### config.mk
export PLATFORM = sky130hd
export DESIGN_NAME = lru_id_cache_tracker_unit
export DESIGN_NICKNAME = d
export VERILOG_FILES = /design/src/rtl/core/lict_pkg.sv /design/src/rtl/core/lru_id_cache_tracker_unit.sv
export SDC_FILE = /design/constraint.sdc
export NUM_CORES = 1
export LEC_CHECK = 0
export BUFFER_PORTS_ARGS = -buffer_cell sky130_fd_sc_hd__buf_2
export CORE_MARGIN = 3
export CORE_UTILIZATION = 62
export CTS_CLUSTER_SIZE = 10
export DETAILED_ROUTE_END_ITERATION = 16
export PLACE_DENSITY = 0.91
export SETUP_SLACK_MARGIN = 0.3
export SLEW_MARGIN = 10
export SYNTH_ARGS = -nofsm -noshare
export SYNTH_HDL_FRONTEND = slang
export SYNTH_SLANG_ARGS = --single-unit
### constraint.sdc
create_clock -name clk -period 5.3 [get_ports clk]
set_clock_uncertainty 0.15 [all_clocks]
set_input_delay 0.795 -clock clk [delete_from_list [all_inputs] [get_ports clk]]
set_output_delay 0.795 -clock clk [all_outputs]
set_load 0.01 [all_outputs]
### src/rtl/core/lict_pkg.sv
// Shared constants for the LRU identifier cache tracker.
`default_nettype none

package lict_pkg;

    // Default geometry of the cache.
    localparam int DEF_CACHE_ENTRIES = 8;
    localparam int DEF_ID_BITS       = 16;

    // Fixed field widths of the streams.
    localparam int FRAME_ID_W  = 16;
    localparam int EVICT_ID_W  = 16;
    localparam int SLOT_FIELD_W = 3;

    // Result word: hit, evicted, evicted_id, slot, padded to whole bytes.
    localparam int RES_BITS    = 2 + EVICT_ID_W + SLOT_FIELD_W;
    localparam int OUT_TDATA_W = ((RES_BITS + 7) / 8) * 8;
    localparam int OUT_PAD_W   = OUT_TDATA_W - RES_BITS;

endpackage : lict_pkg

`default_nettype wire

### src/rtl/core/lru_id_cache_tracker_unit.sv
// Fully associative LRU identifier cache with per-lookup hit, eviction and slot report.
//
// Usage: every word on the slave stream carries one frame identifier to look up.
// Every lookup produces exactly one result word on the master stream, in order.
// Only the low ID_BITS bits of the identifier take part in the compare and store.
// On a hit the entry becomes the most recent; on a miss the identifier takes the
// lowest-numbered empty slot, or, with the cache full, the least recent slot,
// whose identifier is then reported as evicted.
// A word accepted on the slave stream is taken into the input register, then looked
// up and written to the result register once that register is free or being read.
// Throughput is one lookup per cycle while the receiver takes the results; the
// figure is set by the single pass through the tag compare and age update logic
// between the input and the result register.
// Reset empties the cache (all valid bits and ages cleared) and drops both
// pipeline registers. When the receiver stalls, the result register holds its
// word, the pending lookup waits in the input register without touching the
// cache state, and s_axis_tready falls until the result is taken.
`default_nettype none

module lru_id_cache_tracker_unit #(
    parameter int CACHE_ENTRIES = lict_pkg::DEF_CACHE_ENTRIES,
    parameter int ID_BITS       = lict_pkg::DEF_ID_BITS
) (
    input  logic                              clk,
    input  logic                              rst_n,

    input  logic                              s_axis_tvalid,
    output logic                              s_axis_tready,
    input  logic [lict_pkg::FRAME_ID_W-1:0]   s_axis_tdata,   // [15:0] frame_id

    output logic                              m_axis_tvalid,
    input  logic                              m_axis_tready,
    // [0] hit, [1] evicted, [17:2] evicted_id, [20:18] slot, [23:21] zero
    output logic [lict_pkg::OUT_TDATA_W-1:0]  m_axis_tdata
);

    localparam int TAG_W  = (ID_BITS < lict_pkg::FRAME_ID_W) ? ID_BITS : lict_pkg::FRAME_ID_W;
    localparam int SLOT_W = (CACHE_ENTRIES > 1) ? $clog2(CACHE_ENTRIES) : 1;
    localparam int AGE_W  = SLOT_W;
    localparam logic [AGE_W-1:0] OLDEST_AGE = AGE_W'(CACHE_ENTRIES - 1);

    // Input register
    logic               in_valid_reg;
    logic [TAG_W-1:0]   in_id_reg;

    // Result register
    logic                                  out_valid_reg;
    logic                                  out_hit_reg;
    logic                                  out_evicted_reg;
    logic [lict_pkg::EVICT_ID_W-1:0]       out_evicted_id_reg;
    logic [lict_pkg::SLOT_FIELD_W-1:0]     out_slot_reg;

    // Cache state
    logic [TAG_W-1:0]         tag_reg   [CACHE_ENTRIES];
    logic [CACHE_ENTRIES-1:0] valid_reg;
    logic [CACHE_ENTRIES-1:0] valid_next;
    logic [AGE_W-1:0]         age_reg   [CACHE_ENTRIES];
    logic [AGE_W-1:0]         age_next  [CACHE_ENTRIES];

    logic                     advance;
    logic [CACHE_ENTRIES-1:0] match_vec;
    logic [CACHE_ENTRIES-1:0] oldest_vec;
    logic                     hit_any;
    logic                     free_any;
    logic                     evict;
    logic [SLOT_W-1:0]        match_idx;
    logic [SLOT_W-1:0]        free_idx;
    logic [SLOT_W-1:0]        oldest_idx;
    logic [SLOT_W-1:0]        slot_sel;
    logic [AGE_W-1:0]         hit_age;
    logic [TAG_W-1:0]         victim_tag;

    // The lookup in the input register completes when the result register is free.
    assign advance       = in_valid_reg && (!out_valid_reg || m_axis_tready);
    assign s_axis_tready = !in_valid_reg || advance;

    always_comb
    begin
        hit_age    = '0;
        victim_tag = '0;
        match_idx  = '0;
        free_idx   = '0;
        oldest_idx = '0;
        for (int i = 0; i < CACHE_ENTRIES; i++)
        begin
            match_vec[i]  = valid_reg[i] && (tag_reg[i] == in_id_reg);
            oldest_vec[i] = valid_reg[i] && (age_reg[i] == OLDEST_AGE);
            if (match_vec[i])
            begin
                hit_age = hit_age | age_reg[i];
            end
            if (oldest_vec[i])
            begin
                victim_tag = victim_tag | tag_reg[i];
            end
        end
        // Scan downwards so the lowest-numbered slot wins.
        for (int i = CACHE_ENTRIES - 1; i >= 0; i--)
        begin
            if (match_vec[i])
            begin
                match_idx = SLOT_W'(i);
            end
            if (!valid_reg[i])
            begin
                free_idx = SLOT_W'(i);
            end
            if (oldest_vec[i])
            begin
                oldest_idx = SLOT_W'(i);
            end
        end
    end

    assign hit_any  = |match_vec;
    assign free_any = ~(&valid_reg);
    assign evict    = !hit_any && !free_any;
    assign slot_sel = hit_any ? match_idx : (free_any ? free_idx : oldest_idx);

    // On a hit only entries younger than the hit one age; on a miss every other
    // valid entry ages. The chosen slot always becomes the most recent.
    always_comb
    begin
        valid_next = valid_reg;
        for (int i = 0; i < CACHE_ENTRIES; i++)
        begin
            age_next[i] = age_reg[i];
            if (advance)
            begin
                if (SLOT_W'(i) == slot_sel)
                begin
                    age_next[i]   = '0;
                    valid_next[i] = 1'b1;
                end
                else if (valid_reg[i] && (!hit_any || (age_reg[i] < hit_age)))
                begin
                    age_next[i] = age_reg[i] + AGE_W'(1);
                end
            end
        end
    end

    always_ff @(posedge clk or negedge rst_n)
    begin
        if (!rst_n)
        begin
            valid_reg <= '0;
            for (int i = 0; i < CACHE_ENTRIES; i++)
            begin
                age_reg[i] <= '0;
            end
        end
        else
        begin
            valid_reg <= valid_next;
            for (int i = 0; i < CACHE_ENTRIES; i++)
            begin
                age_reg[i] <= age_next[i];
            end
        end
    end

    always_ff @(posedge clk)
    begin
        for (int i = 0; i < CACHE_ENTRIES; i++)
        begin
            if (advance && !hit_any && (SLOT_W'(i) == slot_sel))
            begin
                tag_reg[i] <= in_id_reg;
            end
        end
    end

    // Pipeline control
    always_ff @(posedge clk or negedge rst_n)
    begin
        if (!rst_n)
        begin
            in_valid_reg  <= 1'b0;
            out_valid_reg <= 1'b0;
        end
        else
        begin
            if (s_axis_tready)
            begin
                in_valid_reg <= s_axis_tvalid;
            end
            if (advance)
            begin
                out_valid_reg <= 1'b1;
            end
            else if (m_axis_tready)
            begin
                out_valid_reg <= 1'b0;
            end
        end
    end

    // Pipeline payload
    always_ff @(posedge clk)
    begin
        if (s_axis_tready && s_axis_tvalid)
        begin
            in_id_reg <= s_axis_tdata[TAG_W-1:0];
        end
        if (advance)
        begin
            out_hit_reg        <= hit_any;
            out_evicted_reg    <= evict;
            out_evicted_id_reg <= evict ? lict_pkg::EVICT_ID_W'(victim_tag)
                                        : '0;
            out_slot_reg       <= lict_pkg::SLOT_FIELD_W'(slot_sel);
        end
    end

    assign m_axis_tvalid = out_valid_reg;
    assign m_axis_tdata  = {{lict_pkg::OUT_PAD_W{1'b0}}, out_slot_reg,
                            out_evicted_id_reg, out_evicted_reg, out_hit_reg};

    // A result never reports both a hit and an eviction.
    assert property (@(posedge clk) disable iff (!rst_n)
        out_valid_reg |-> !(out_hit_reg && out_evicted_reg))
        else $error("result flags both hit and eviction");

    // The evicted identifier is zero whenever nothing was evicted.
    assert property (@(posedge clk) disable iff (!rst_n)
        (out_valid_reg && !out_evicted_reg) |-> (out_evicted_id_reg == '0))
        else $error("evicted identifier set without an eviction");

    // Entries are never released, so occupancy never falls.
    assert property (@(posedge clk) disable iff (!rst_n)
        1'b1 |=> ($countones(valid_reg) >= $countones($past(valid_reg))))
        else $error("cache occupancy decreased");

    // An eviction happens only on a lookup that found every slot occupied.
    assert property (@(posedge clk) disable iff (!rst_n)
        (advance && evict) |-> (&valid_reg) && ($countones(oldest_vec) == 1))
        else $error("eviction without a single least recent entry");

endmodule : lru_id_cache_tracker_unit

`default_nettype wire

### Word level (Yosys, flattened, before mapping)

Memories as Yosys holds them, arrays and structs flattened.
Index checks and enable logic that the tools add are counted.

| storage, ports and cells | value |
|---|---|
| register bits | 71 |
| latch bits | 0 |
| bits in writable memories | 128 |
| memory bits (read-only) | 0 |
| bits of input ports | 20 |
| output and inout bits | 26 |
| memories | 1 |

| cells by class | value |
|---|---|
| add/subtract/negate cells | 8 |
| multiply operators | 0 |
| divide/modulo/power cells | 0 |
| order comparisons | 8 |
| eq/ne operators | 23 |
| shift-type cells | 0 |
| multiplexer cells | 97 |
| bitwise operators | 14 |
| reductions and logical operators | 84 |

Memories:

| memory | words | bits a word | rd ports | clocked after memory_dff | wr ports | RTL line | source |
|---|---|---|---|---|---|---|---|
| tag_reg | 8 | 16 | 8 | 0 | 1 | lru_id_cache_tracker_unit.sv:54 | `logic [TAG_W-1:0] tag_reg [CACHE_ENTRIES];` |

Operators by type and width:

| cell | count |
|---|---|
| 2-to-1 mux 16 bit | 15 |
| 2-to-1 mux 3 bit | 57 |
| equality test 16 bit | 8 |
| OR 16 bit | 7 |
| OR reduction 16 bit | 7 |
| logical AND 1 bit | 36 |
| AND reduction 2 bit | 16 |
| 2-to-1 mux 1 bit | 25 |
| adder 3 x 1 -> 3 bit (second input constant) | 8 |
| equality test 3 bit (second input constant) | 8 |
| less-than comparator 3 bit | 8 |
| OR 3 bit | 7 |
| nonzero test 2 bit | 9 |
| equality test 3 bit (first input constant) | 4 |
| logical OR 1 bit | 10 |
| AND reduction 8 bit | 1 |
| OR reduction 8 bit | 1 |
| equality test 2 x 3 -> 1 bit (first input constant) | 2 |
| equality test 1 x 3 -> 1 bit (first input constant) | 1 |
| logical NOT 1 bit | 3 |
| logical NOT 3 bit | 1 |

### Depth between registers and ports, before layout

Gate-level depths: netlist of run 1.

| logic depth | value |
|---|---|
| word-level depth | 24 |
| depth in mapped cells | 14 |
| gate-level depth less buffers | 13 |

### Least setup slack after synthesis of run 1

Ideal clock, no wire load.

| path | value |
|---|---|
| path type | reg2reg |
| from | reg age_reg[9] (netlist bit) |
| to | mem tag_reg[0][32] (netlist bit) (enable) |
| setup time | 388 ps |
| data arrival time | 3,201 ps |
| setup slack | 1,561 ps |
| cell stages (with the launch flop) | 12 |
| path buffers | 1 |
| clock period less this slack | 3,739 ps |
| cells stage by stage | dfrtp_1 -> ha_1 -> ha_1 -> and2_1 -> clkbuf_1 -> or4_1 -> a41oi_1 -> nor2_1 -> nor3_2 -> nor3_1 -> or3_1 -> nor2_1 |

| between the ends | value |
|---|---|
| word-level cells in the longest chain between the ends | 21 |
| elaborated cells between the ends (all ways) | 62 |
| those cells by class | eq/ne (8); mux (37); reduce/logical (17) |

RTL lines:

| what | RTL line | source |
|---|---|---|
| start: declaration | lru_id_cache_tracker_unit.sv:57 | `logic [AGE_W-1:0] age_reg [CACHE_ENTRIES];` |
| start signal: indexed assignment | lru_id_cache_tracker_unit.sv:158 | `age_reg[i] <= age_next[i];` |
| equality test 3 bit * | lru_id_cache_tracker_unit.sv:87 | `oldest_vec[i] = valid_reg[i] && (age_reg[i] == OLDEST_AGE);` |
| logical AND 1 bit * | lru_id_cache_tracker_unit.sv:87 |  |
| 2-to-1 mux 3 bit * (5 in series) | lru_id_cache_tracker_unit.sv:108 | `if (oldest_vec[i])` |
| 2-to-1 mux 3 bit * (2 in series) | lru_id_cache_tracker_unit.sv:118 | `assign slot_sel = hit_any ? match_idx : (free_any ? free_idx : oldest_idx);` |
| net slot_sel[2] | lru_id_cache_tracker_unit.sv:69 | `logic [SLOT_W-1:0] slot_sel;` |
| equality test 1 x 3 -> 1 bit | lru_id_cache_tracker_unit.sv:167 | `if (advance && !hit_any && (SLOT_W'(i) == slot_sel))` |
| logical AND 1 bit | lru_id_cache_tracker_unit.sv:167 |  |
| 2-to-1 mux 1 bit | lru_id_cache_tracker_unit.sv:167 |  |
| 2-to-1 mux 1 bit (not written as such) | lru_id_cache_tracker_unit.sv:169 | `tag_reg[i] <= in_id_reg;` |
| OR reduction 16 bit (no line) | n/a |  |
| 2-to-1 mux 3 bit (no line) / 2-to-1 mux 1 bit (equally long branches) (7 in series) | n/a |  |
| end: declaration | lru_id_cache_tracker_unit.sv:54 |  |

Mark *: on every way through the listed nets, which the timed path passes. The rest lies on a longest branch.

### Worst setup path in the final report of run 1

| path | value |
|---|---|
| from | reg in_id_reg[0] |
| to | reg age_reg[15] (netlist bit) |

| between the ends | value |
|---|---|
| word-level cells in the longest chain between the ends | 22 |
| elaborated cells between the ends (all ways) | 49 |
| those cells by class | order compare (1); eq/ne (9); mux (18); bitwise (7); reduce/logical (14) |

RTL lines:

| what | RTL line | source |
|---|---|---|
| start: declaration | lru_id_cache_tracker_unit.sv:44 | `logic [TAG_W-1:0] in_id_reg;` |
| start signal: assignment | lru_id_cache_tracker_unit.sv:204 | `in_id_reg <= s_axis_tdata[TAG_W-1:0];` |
| equality test 16 bit | lru_id_cache_tracker_unit.sv:86 | `match_vec[i] = valid_reg[i] && (tag_reg[i] == in_id_reg);` |
| logical AND 1 bit | lru_id_cache_tracker_unit.sv:86 |  |
| 2-to-1 mux 3 bit | lru_id_cache_tracker_unit.sv:88 | `if (match_vec[i])` |
| OR 3 bit | lru_id_cache_tracker_unit.sv:90 | `hit_age = hit_age \| age_reg[i];` |
| 2-to-1 mux 3 bit | lru_id_cache_tracker_unit.sv:88 |  |
| OR 3 bit | lru_id_cache_tracker_unit.sv:90 |  |
| 2-to-1 mux 3 bit | lru_id_cache_tracker_unit.sv:88 |  |
| OR 3 bit | lru_id_cache_tracker_unit.sv:90 |  |
| (+6 left out) | n/a |  |
| 2-to-1 mux 3 bit | lru_id_cache_tracker_unit.sv:88 |  |
| OR 3 bit | lru_id_cache_tracker_unit.sv:90 |  |
| 2-to-1 mux 3 bit | lru_id_cache_tracker_unit.sv:88 |  |
| less-than comparator 3 bit | lru_id_cache_tracker_unit.sv:135 | `else if (valid_reg[i] && (!hit_any \|\| (age_reg[i] < hit_age)))` |
| logical OR 1 bit | lru_id_cache_tracker_unit.sv:135 |  |
| logical AND 1 bit | lru_id_cache_tracker_unit.sv:135 |  |
| nonzero test 2 bit (no line) | n/a |  |
| AND reduction 2 bit (no line) | n/a |  |

Parallel ways exist; a longest one is shown, timed or not.
A chain may end at the register's enable or synchronous reset.

==> results of run 1 <==
## worst min-delay path by stage
| stage | slack, ns | to | depth (start not counted) |
|---|---|---|---|
| after floorplan | 0.31 | m_axis_tvalid$_DFFE_PN0P_ | 1 |
| after global placement | 0.32 | m_axis_tvalid$_DFFE_PN0P_ | 1 |
| after detailed placement | 0.36 | m_axis_tvalid$_DFFE_PN0P_ | 1 |
| after CTS | 0.29 | age_reg[17]$_DFFE_PN0P_ | 1 |
| after global routing | 0.33 | age_reg[12]$_DFFE_PN0P_ | 1 |
| final | 0.27 | age_reg[17]$_DFFE_PN0P_ | 1 |
## layout make-up
type                            count  area (sq um)  share of cell area, %
Tap cell                          216         270.3                  2.382
Clock buffer                       18         429.2                  3.783
Multi-Input combinational cell    564          4310                  37.99
Clock inverter                     12         147.6                  1.301
Sequential cell                   199          5806                  51.17
Inverter                            6         22.52                 0.1985
Timing Repair Buffer               62         360.3                  3.176
## cells in the mapped netlist, types with 4 or more instances
cell        n
edfxtp_1  165
xnor2_1    77
a22oi_1    68
nand4_1    47
xor2_1     46
dfrtp_1    34
ha_1       32
nor2_1     29
nand2_1    26
and2_1     25
clkbuf_1   19
nand3_1    16
nor4_1     16
a21oi_1    12
buf_6      12
and4_1     11
nand2b_1   11
a22o_1     10
o21ai_0    10
or3_1      10
or4_1      10
buf_2       9
buf_4       8
mux2i_1     8
a31oi_1     7
nand4b_1    7
xnor2_2     7
o21a_1      6
o22ai_1     6
inv_1       5
nor3_1      5
and3_1      4
o221ai_1    4
## power by group
group / internal [mW] / total [mW] / switching (mW) / leakage, nW
clock: 0.700 / 1.30 / 0.596 / 0.279
combinational: 0.705 / 2.02 / 1.31 / 1.80
sequential: 2.15 / 2.55 / 0.401 / 1.92
## cells in the final DEF, fill, tap and decap left out, types with 11 or more instances in the layout
cell type	Yosys	layout
nand2_1	26	26
a22oi_1	68	68
nor4_1	16	16
and2_1	25	25
buf_2	9	42
nand3_1	16	16
nor2_1	29	29
and4_1	11	11
nand4_1	47	47
edfxtp_1	165	165
nand2b_1	11	11
dfrtp_1	34	34
ha_1	32	32
xnor2_1	77	77
buf_4	8	20
clkbuf_16	0	17
xor2_1	46	46
a21oi_1	12	12
## metal layers
metal | routed length, um | GRT usage, % | part of all wire [%]
met5 | 0 | 0 | 0
met3 | 3804 | 10.07 | 12
met1 | 11910 | 46.44 | 38
met2 | 14050 | 53.29 | 45
met4 | 1663 | 17.19 | 5.3
## cell families after synthesis
family          share of synthesized area (%)
other cells                           0.03589
fa+ha+maj                               3.831
buf+inv                                 3.269
simple gates                            14.08
xor+xnor                                11.40
compound gates                          10.60
flops                                   55.56
mux                                     1.233
## through the flow
step | setup slack (ns) | instances | power [mW] | cell area, sq um | hold WS (ns)
global route | 0.6146 | 1077 | 6.072 | 11350 | 0.3255
global placement | 1.048 | 1047 | 4.437 | 10770 | 0.3169
floorplan | 1.561 | 819 | 3.747 | 10460 | 0.3069
detailed placement | 0.9707 | 1047 | 4.496 | 10770 | 0.3600
finish | 0.8881 | 1077 | 5.864 | 11350 | 0.2730
CTS | 0.9550 | 1077 | 5.780 | 11350 | 0.2924
==> flow_metrics.py, run 1 <==
metrics = {
    "global_route": {
        "grt_pass1_vias": 7326,
        "antenna_found_initial": 1,
        "gr-total-overflow": 0,
        "grt_max_degree": 35,
        "grtUsageTotal_pct": 35.00,
        "grt_pass1_wl_mm": 46.23,
    },
    "cts": {
        "cts_root_buffer": "clkbuf_16",
        "clockBufferDepth": 2,
        "cts_setup_buffers": 0,
        "cts_inserted_buffers": 17,
        "postCtsHoldBufs": 0,
        "clock-sinks": 199,
        "insertion_delay_ns": 0.45,
        "clkTransAtPathRegs_ns": 0.08,
        "cts_resized": 0,
        "cts_max_level": 4,
        "cts_tree": "yes",
    },
    "finish": {
        "fillers": 1105,
        "layout.nets": 902,
        "utilization_pct": 70.15,
        "largest_reg_flops": 128,
        "antennaDiodeCount": 0,
        "layout-drive-gt1-share_pct": 13.94,
        "area_delta_synth_final_pct": 8.573,
    },
    "placement": {
        "gp_routability_congestion": 1.064,
        "dp_hpwl_mm": 22.62,
        "portBuffers": 42,
    },
    "worst_hold_path": {
        "hold_class": "input pin to asynchronous set/reset pin",
    },
    "timing": {
        "drv_slew": 0,
        "clock.fmax_mhz": 226.7,
        "setup_violations": 0,
        "rsz0062_at_grt": "no",
        "tns_ns": 0,
        "hold_viol": 0,
        "period_share_pct": 83.24,
        "worst_pin_slew_ns": 1.137,
        "slew_headroom_pct": 23.82,
        "fin_crit_ns": 4.412,
    },
    "critical_path": {
        "ff2ff_setup_slack_ns": 0.89,
        "cpLargestDelayFamily": "simple AND/OR/NAND/NOR gates",
        "endpoint_kind": "flip-flop",
        "startpoint_type": "flip-flop",
        "worstSetupPathType": "flip-flop to flip-flop",
        "cp.required_ns": 5.54,
        "path_buf_inv": 0,
        "arrival_ns": 4.66,
        "crit_path_frequent_cell": "nor4_1",
        "worstPathCellList": "xor2_1, nor4_1, nand4_1, nor4_1, a22o_1, a221oi_1, and3_1, ha_1, or4_1, a31oi_1, a21boi_1, mux2_2",
        "max_stage_delay_ns": 0.79,
        "reg2reg_to": "age_reg[15]$_DFFE_PN0P_",
        "r2r_start": "in_id_reg[0]$_DFFE_PP_",
        "path_depth": 12,
        "timing.critical_path.from": "in_id_reg[0]$_DFFE_PP_",
        "cpMaxStageDelayCell": "edfxtp_1",
        "r2r.worst_path.cells": 12,
        "endpoint": "age_reg[15]$_DFFE_PN0P_",
        "path_max_fanout": 16,
    },
    "routing": {
        "avgRoutedWirePerCell_um": 29.18,
        "drt-total-wl_mm": 31.43,
        "via_count": 7555,
        "drt_iter0_drc": 1198,
        "first_pass_iters": 6,
        "routed_via_density": 7.015,
        "drtAntennaViolNets": 0,
        "drc": 0,
    },
    "synthesis": {
        "ys_async_sr_fraction_pct": 17.09,
        "synth_edf_count": 165,
        "yosys_warnings": 0,
        "yosys.area.top_type": "edfxtp_1",
        "netlist.area_leader.share_pct": 47.41,
        "yosysUniqueCellTypes": 72,
        "synthesis.area_sq_mm": 0.01045,
        "syn_inst": 817,
        "syn_avg_cell_area_sq_um": 12.79,
        "synth_seq_area_share_pct": 55.56,
        "synth_seq_cells": 199,
        "ys_top_cells_by_area": "edfxtp_1 (47%), dfrtp_1 (8.1%), xnor2_1 (6.5%)",
        "ys.flop_type": "edfxtp_1",
    },
    "die": {
        "die_w_um": 135.8,
        "ios": 46,
        "dieArea_sq_mm": 0.01845,
        "core_sq_mm": 0.01617,
        "start_util_pct": 64.61,
        "die_h_um": 135.8,
        "rows": 46,
    },
    "job": {
        "max_cap_viol_count": 0,
    },
    "pwr": {
        "leakagePower_nw": 3.999,
        "irDropWorstVdd_v": 0.0004228,
        "powerDensity_mw_per_mm2": 516.9,
    },
    "run_status": {
        "status": "finished clean",
    },
}
(Power assumes the default switching activity.)
==> run 2: changes to the inputs <==
ABC_AREA = 1   (was unset)
CORE_UTILIZATION = 57   (was 62)
PLACE_DENSITY = 0.88   (was 0.91)
clock period = 4.05 ns   (was 5.3 ns; I/O delays follow)
==> run 2 against run 1 <==
Combinational power is 26% higher. Fmax rose by 22%. Design area is 14% higher. Count of clock-buffer cells in the layout down 1. Routed wire length grew 17%. Flip-flop and latch count unchanged. Die area up 19%. Synthesized cell count is 65% higher. Clock power increased by 30%. Area after synthesis increased by 10%. First-iteration DRC count up 35%. Critical path type unchanged. Largest power group unchanged.
==> flow_metrics.py, run 2 <==
metrics = {
    "worst_hold_path": {
        "hold_class": "input pin to asynchronous set/reset pin",
    },
    "synthesis": {
        "syn_inst": 1345,
        "netlist_top_cells_count": "nand2_1 (378), inv_1 (166), edfxtp_1 (165)",
        "yosys.area.top_type": "edfxtp_1",
        "synth_most_common_cell": "nand2_1",
        "netlist.area_leader.share_pct": 42.95,
        "yosysUniqueCellTypes": 50,
        "synth_seq_area_share_pct": 50.33,
        "ys_async_sr_fraction_pct": 17.09,
        "synth_seq_cells": 199,
        "synthesis.area_sq_mm": 0.01154,
        "yosys_warnings": 0,
        "ys_top_cells_by_area": "edfxtp_1 (43%), nand2_1 (12%), dfrtp_1 (7.4%)",
        "synth_edf_count": 165,
        "ys.flop_type": "edfxtp_1",
        "syn_avg_cell_area_sq_um": 8.577,
    },
    "timing": {
        "clock.fmax_mhz": 276.3,
        "setup_violations": 0,
        "fin_crit_ns": 3.620,
        "drv_slew": 0,
        "hold_viol": 0,
        "finalWorstSetupSlack_ns": 0.4303,
        "tns_ns": 0,
        "whs_ns": 0.09000,
        "period_share_pct": 89.37,
        "slew_headroom_pct": 47.07,
        "worst_pin_slew_ns": 0.7940,
        "rsz0062_at_grt": "no",
    },
    "routing": {
        "drt_iter0_drc": 1614,
        "drt-total-wl_mm": 36.67,
        "avgRoutedWirePerCell_um": 21.43,
        "via_count": 10560,
        "first_pass_iters": 6,
        "drtAntennaViolNets": 0,
        "drc": 0,
        "routed_via_density": 6.174,
    },
    "cts": {
        "cts_max_level": 4,
        "cts_root_buffer": "clkbuf_16",
        "clkTransAtPathRegs_ns": 0.08,
        "cts_inserted_buffers": 17,
        "clock-sinks": 199,
        "clockBufferDepth": 2,
        "insertion_delay_ns": 0.45,
        "cts_tree": "yes",
        "postCtsHoldBufs": 0,
    },
    "finish": {
        "final_common_cell": "nand2_1",
        "layout_common_cells": "nand2_1 (378), inv_1 (165), edfxtp_1 (165)",
        "layout-drive-gt1-share_pct": 13.49,
        "antennaDiodeCount": 0,
        "largest_reg_flops": 128,
        "layout.nets": 1485,
        "area_delta_synth_final_pct": 12.09,
    },
    "die": {
        "ios": 46,
        "core_sq_mm": 0.01965,
        "die_w_um": 148.3,
        "dieArea_sq_mm": 0.02198,
        "start_util_pct": 58.70,
        "die_h_um": 148.3,
        "rows": 51,
    },
    "pwr": {
        "switchingPower_mw": 2.859,
        "powerDensity_mw_per_mm2": 560.0,
        "irDropWorstVdd_v": 0.0003730,
        "p_int_mw": 4.382,
        "leakagePower_nw": 5.929,
        "clkPwrFrac_pct": 23.3,
        "power_mw": 7.242,
        "power.share.sequential_pct": 41.6,
        "comb_power_share_pct": 35.1,
        "sw_frac_of_total_pct": 39.48,
    },
    "placement": {
        "pre_cts_slack_ns": 0.2923,
        "portBuffers": 42,
        "gp_routability_congestion": 1.092,
        "dp_hpwl_mm": 27.90,
    },
    "critical_path": {
        "ff2ff_setup_slack_ns": 0.43,
        "max_stage_delay_ns": 0.85,
        "cpMaxStageDelayCell": "edfxtp_1",
        "r2r_start": "in_id_reg[8]$_DFFE_PP_",
        "cp.required_ns": 4.04,
        "worstSetupPathType": "flip-flop to flip-flop",
        "reg2reg_to": "tag_reg[0][42]$_DFFE_PP_",
        "startpoint_type": "flip-flop",
        "r2r.worst_path.cells": 13,
        "arrival_ns": 3.61,
        "worstPathCellList": "xor2_1, nor3b_1, nand3_1, buf_4, nand2_1, nor2_2, and2_4, nand2_8, nand2_4, nor2_2, nand3_1, nor2_1, buf_4",
        "path_max_fanout": 16,
        "endpoint_kind": "flip-flop",
    },
    "run_status": {
        "status": "finished clean",
    },
    "job": {
        "max_cap_viol_count": 0,
    },
    "global_route": {
        "grt_pass1_wl_mm": 55.98,
        "grt_pass1_vias": 10110,
        "grt_max_degree": 35,
        "gr-total-overflow": 0,
        "grtUsageTotal_pct": 33.73,
        "antenna_found_initial": 1,
    },
}
==> run 2: cell count changes in the layout (fill, tap and decap cells not counted), moves of 27 or more <==
cell     delta
inv_1     +160
xnor2_1    -52
a21oi_1    +35
xor2_1     -36
buf_4      +38
nand2_1   +352
a22oi_1    -68
nand3_1    +38
nor2_1    +118
o22ai_1    +27
==> run 2: cells by family after synthesis <==
logic type	synth area share (%)
and+or+nand+nor	26.43
other	0.03251
buffers and inverters	7.831
xor gates and xnor gates	2.733
adders and majority gates	3.471
AOI/OAI and AO/OA	9.176
DFF	50.33
==> run 2: power by group through the flow <==
| stage | Combinational (mW) | Clock, mW | Sequential, mW |
|---|---|---|---|
| finish | 2.54 | 1.69 | 3.01 |
| CTS | 2.47 | 1.69 | 3.00 |
| floorplan | 1.65 | 0 | 3.00 |
| global route | 2.78 | 1.78 | 3.04 |
| detailed placement | 2.44 | 0 | 3.04 |
| global placement | 2.37 | 0 | 3.03 |
==> run 2: worst max-delay path by stage <==
stage                                    end                     from  cells after the start
finish              tag_reg[0][42]$_DFFE_PP_   in_id_reg[8]$_DFFE_PP_                     13
CTS                 tag_reg[1][56]$_DFFE_PP_   in_id_reg[2]$_DFFE_PP_                     13
floorplan           tag_reg[0][16]$_DFFE_PP_   age_reg[3]$_DFFE_PN0P_                     14
detailed placement    age_reg[3]$_DFFE_PN0P_  in_id_reg[15]$_DFFE_PP_                     18
global route        tag_reg[1][56]$_DFFE_PP_   age_reg[3]$_DFFE_PN0P_                     14
global placement      age_reg[3]$_DFFE_PN0P_  in_id_reg[15]$_DFFE_PP_                     18
==> run 2: what timing repair did <==
| action | CTS | global route |
|---|---|---|
| setup endpoints to repair | 8 | 94 |
| pin swaps | 0 | 0 |
| buffers inserted | 0 | 3 |
| gates resized for setup | 1 | 2 |
| cloned | 0 | 0 |
==> run 2: final cells by class <==
class | count | area (sq um)
clock buffer | 17 | 425.4
clock inverter | 15 | 153.9
fill | 1600 | 6723
inverter | 179 | 680.7
multi-input combinational | 934 | 4848
sequential | 199 | 5806
tap | 265 | 331.6
timing repair buffer | 102 | 685.7
==> run 2: per-layer routing <==
metal / global-route usage (%) / vias to the layer above / wire [um]
met2: 50.56 / 873 / 15930
met3: 8.958 / 156 / 5211
met4: 19.35 / 2 / 2248
li1: - / 4708 / -
met1: 44.59 / 4824 / 13270
met5: 0 / - / 13
==> run 2: stage by stage <==
step	cells	utilization (%)	area [sq um]
global route	1711	65.79	12930
CTS	1708	65.56	12880
global placement	1676	62.58	12300
detailed placement	1676	62.58	12300
floorplan	1347	-	11540
finish	1711	65.79	12930
==> run 2: worst max-delay path: cells and delay by family (launching register included) <==
kind | cells | cell delay, ns
buffers and inverters | 2 | 0.45
AND/OR/NAND/NOR | 10 | 1.64
XOR/XNOR | 1 | 0.21
flip-flops | 1 | 0.85
==> run 3: changes to the inputs <==
ABC_AREA = unset   (was 1)
CORE_UTILIZATION = 56   (was 57)
PLACE_DENSITY = 0.87   (was 0.88)
==> run 3 against run 2 <==
Setup slack got worse by 0.11 ns. Worst hold slack got worse by 0.0063 ns. Non-clock buffer count increased by 30.
==> flow_metrics.py, run 3 (same netlist as run 1, synthesis figures left out) <==
metrics = {
    "pwr": {
        "sw_frac_of_total_pct": 39.46,
        "leakagePower_nw": 4.583,
        "powerDensity_mw_per_mm2": 636.1,
        "power_mw": 7.896,
        "comb_power_share_pct": 37.0,
        "p_int_mw": 4.780,
        "irDropWorstVdd_v": 0.0003722,
        "power.share.sequential_pct": 41.9,
        "clkPwrFrac_pct": 21.0,
        "switchingPower_mw": 3.116,
    },
    "finish": {
        "layout.nets": 972,
        "area_delta_synth_final_pct": 18.79,
        "final_common_cell": "edfxtp_1",
        "instances_no_fill": 1162,
        "layout_common_cells": "edfxtp_1 (165), buf_4 (77), a22oi_1 (68)",
        "stdcell_area_sq_mm": 0.01241,
        "antennaDiodeCount": 0,
        "largest_reg_flops": 128,
        "fillers": 1244,
        "layout-drive-gt1-share_pct": 26.15,
        "utilization_pct": 68.40,
    },
    "global_route": {
        "grt_max_degree": 35,
        "grt_pass1_wl_mm": 46.95,
        "gr-usage-met3_pct": 6.720,
        "antenna_found_initial": 0,
        "grt.busiest_layer": "met2",
        "grtUsageTotal_pct": 31.39,
        "grt_pass1_vias": 7733,
        "grt_use_met1_pct": 40.81,
        "gr-usage-met2_pct": 50.25,
        "gr-total-overflow": 0,
    },
    "timing": {
        "whs_ns": 0.08373,
        "tns_ns": 0,
        "worst_pin_slew_ns": 1.167,
        "fin_crit_ns": 3.727,
        "setup_violations": 0,
        "hold_viol": 0,
        "rsz0062_at_grt": "yes",
        "clock.fmax_mhz": 268.3,
        "period_share_pct": 92.02,
        "drv_slew": 0,
        "finalWorstSetupSlack_ns": 0.3233,
        "slew_headroom_pct": 22.18,
    },
    "routing": {
        "drt-total-wl_mm": 31.79,
        "drc": 0,
        "routed_via_density": 6.822,
        "via_count": 7927,
        "first_pass_iters": 6,
        "drt_iter0_drc": 1093,
        "drtAntennaViolNets": 0,
        "avgRoutedWirePerCell_um": 27.36,
    },
    "die": {
        "dieArea_sq_mm": 0.02034,
        "die_w_um": 142.6,
        "die_h_um": 142.6,
        "start_util_pct": 57.58,
        "ios": 46,
        "rows": 49,
        "core_sq_mm": 0.01815,
    },
    "placement": {
        "gp_routability_congestion": 1.067,
        "dp_hpwl_mm": 22.12,
        "portBuffers": 42,
        "pre_cts_slack_ns": -0.01667,
        "dpl_cell_area_sq_mm": 0.01109,
        "dp_cells": 1094,
    },
    "critical_path": {
        "timing.critical_path.from": "in_id_reg[12]$_DFFE_PP_",
        "endpoint_kind": "flip-flop",
        "arrival_ns": 3.89,
        "startpoint_type": "flip-flop",
        "path_max_fanout": 8,
        "cp.required_ns": 4.22,
        "worstSetupPathType": "flip-flop to flip-flop",
        "r2r_start": "in_id_reg[12]$_DFFE_PP_",
    },
    "cts": {
        "cts_root_buffer": "clkbuf_16",
        "cts_tree": "yes",
        "insertion_delay_ns": 0.44,
        "cts_max_level": 4,
        "clkTransAtPathRegs_ns": 0.07,
        "cts_inserted_buffers": 17,
        "clockBufferDepth": 2,
        "postCtsHoldBufs": 0,
        "clock-sinks": 199,
    },
    "worst_hold_path": {
        "hold_class": "input pin to asynchronous set/reset pin",
    },
    "job": {
        "max_cap_viol_count": 0,
    },
    "run_status": {
        "status": "finished clean",
    },
}
run 3: cell count changes in the layout (fill, tap and decap cells not counted), sizes merged, moves of 24 or more:
| cell | before | now |
|---|---|---|
| xor2 | 10 | 46 |
| o21ai | 54 | 11 |
| buf | 102 | 131 |
| nor2 | 154 | 31 |
| nand3 | 62 | 16 |
| a22oi | 0 | 68 |
| nand2 | 391 | 26 |
| o22ai | 33 | 7 |
| inv | 184 | 13 |
| and2 | 2 | 26 |
| xnor2 | 26 | 84 |
| a21oi | 51 | 12 |
run 3: path summary, 6_finish.rpt:
check	depth (start not counted)	slack (ns)	end
max in group asynchronous	1	3.19	m_axis_tvalid$_DFFE_PN0P_
setup reg to reg	14	0.32	age_reg[15]$_DFFE_PN0P_
setup / recovery	14	0.32	age_reg[15]$_DFFE_PN0P_
hold reg to reg	1	0.36	m_axis_tvalid$_DFFE_PN0P_
min in group clk	1	0.19	in_id_reg[6]$_DFFE_PP_
hold / removal	1	0.08	age_reg[10]$_DFFE_PN0P_
run 3: layout make-up:
class                      instances  area [sq um]  area share, %
sequential                       199          5806          46.77
multi-input combinational        564          4766          38.39
clock inverter                    13         136.4          1.099
timing repair buffer             132         963.4          7.761
inverter                           6         22.52         0.1814
tap                              229         286.5          2.308
clock buffer                      19         432.9          3.488
run 3: metal layers:
| layer | part of all wire [%] | up-vias |
|---|---|---|
| li1 | - | 3361 |
| met2 | 47 | 577 |
| met3 | 10 | 154 |
| met4 | 5.7 | 0 |
| met5 | 0 | - |
| met1 | 37 | 3835 |
run 3: power groups by stage:
stage                     clock [mW]  sequential [mW]  combinational [mW]
final                           1.66             3.31                2.93
after global routing            1.76             3.35                3.10
after CTS                       1.67             3.27                2.75
after detailed placement           0             3.31                2.66
after global placement             0             3.28                2.58
after floorplan                    0             3.14                1.76
run 3: worst max-delay path, stage by stage (launching register included):
cell	delay, ns
edfxtp_1	0.38
buf_4	0.19
xnor2_1	0.28
nand4_1	0.14
or4_4	0.52
nor3_4	0.14
buf_6	0.12
a22o_1	0.12
a221oi_2	0.04
and3_4	0.20
ha_2	0.18
or4_1	0.50
a31oi_1	0.23
a31oi_1	0.11
mux2_4	0.31
run 3: what timing repair did:
| action | CTS | global route |
|---|---|---|
| endpoints found under the setup margin | 105 | 81 |
| hold endpoints to repair | 0 | 0 |
| setup buffers | 18 | 18 |
| pin swaps | 2 | 15 |
| resized for setup | 28 | 48 |
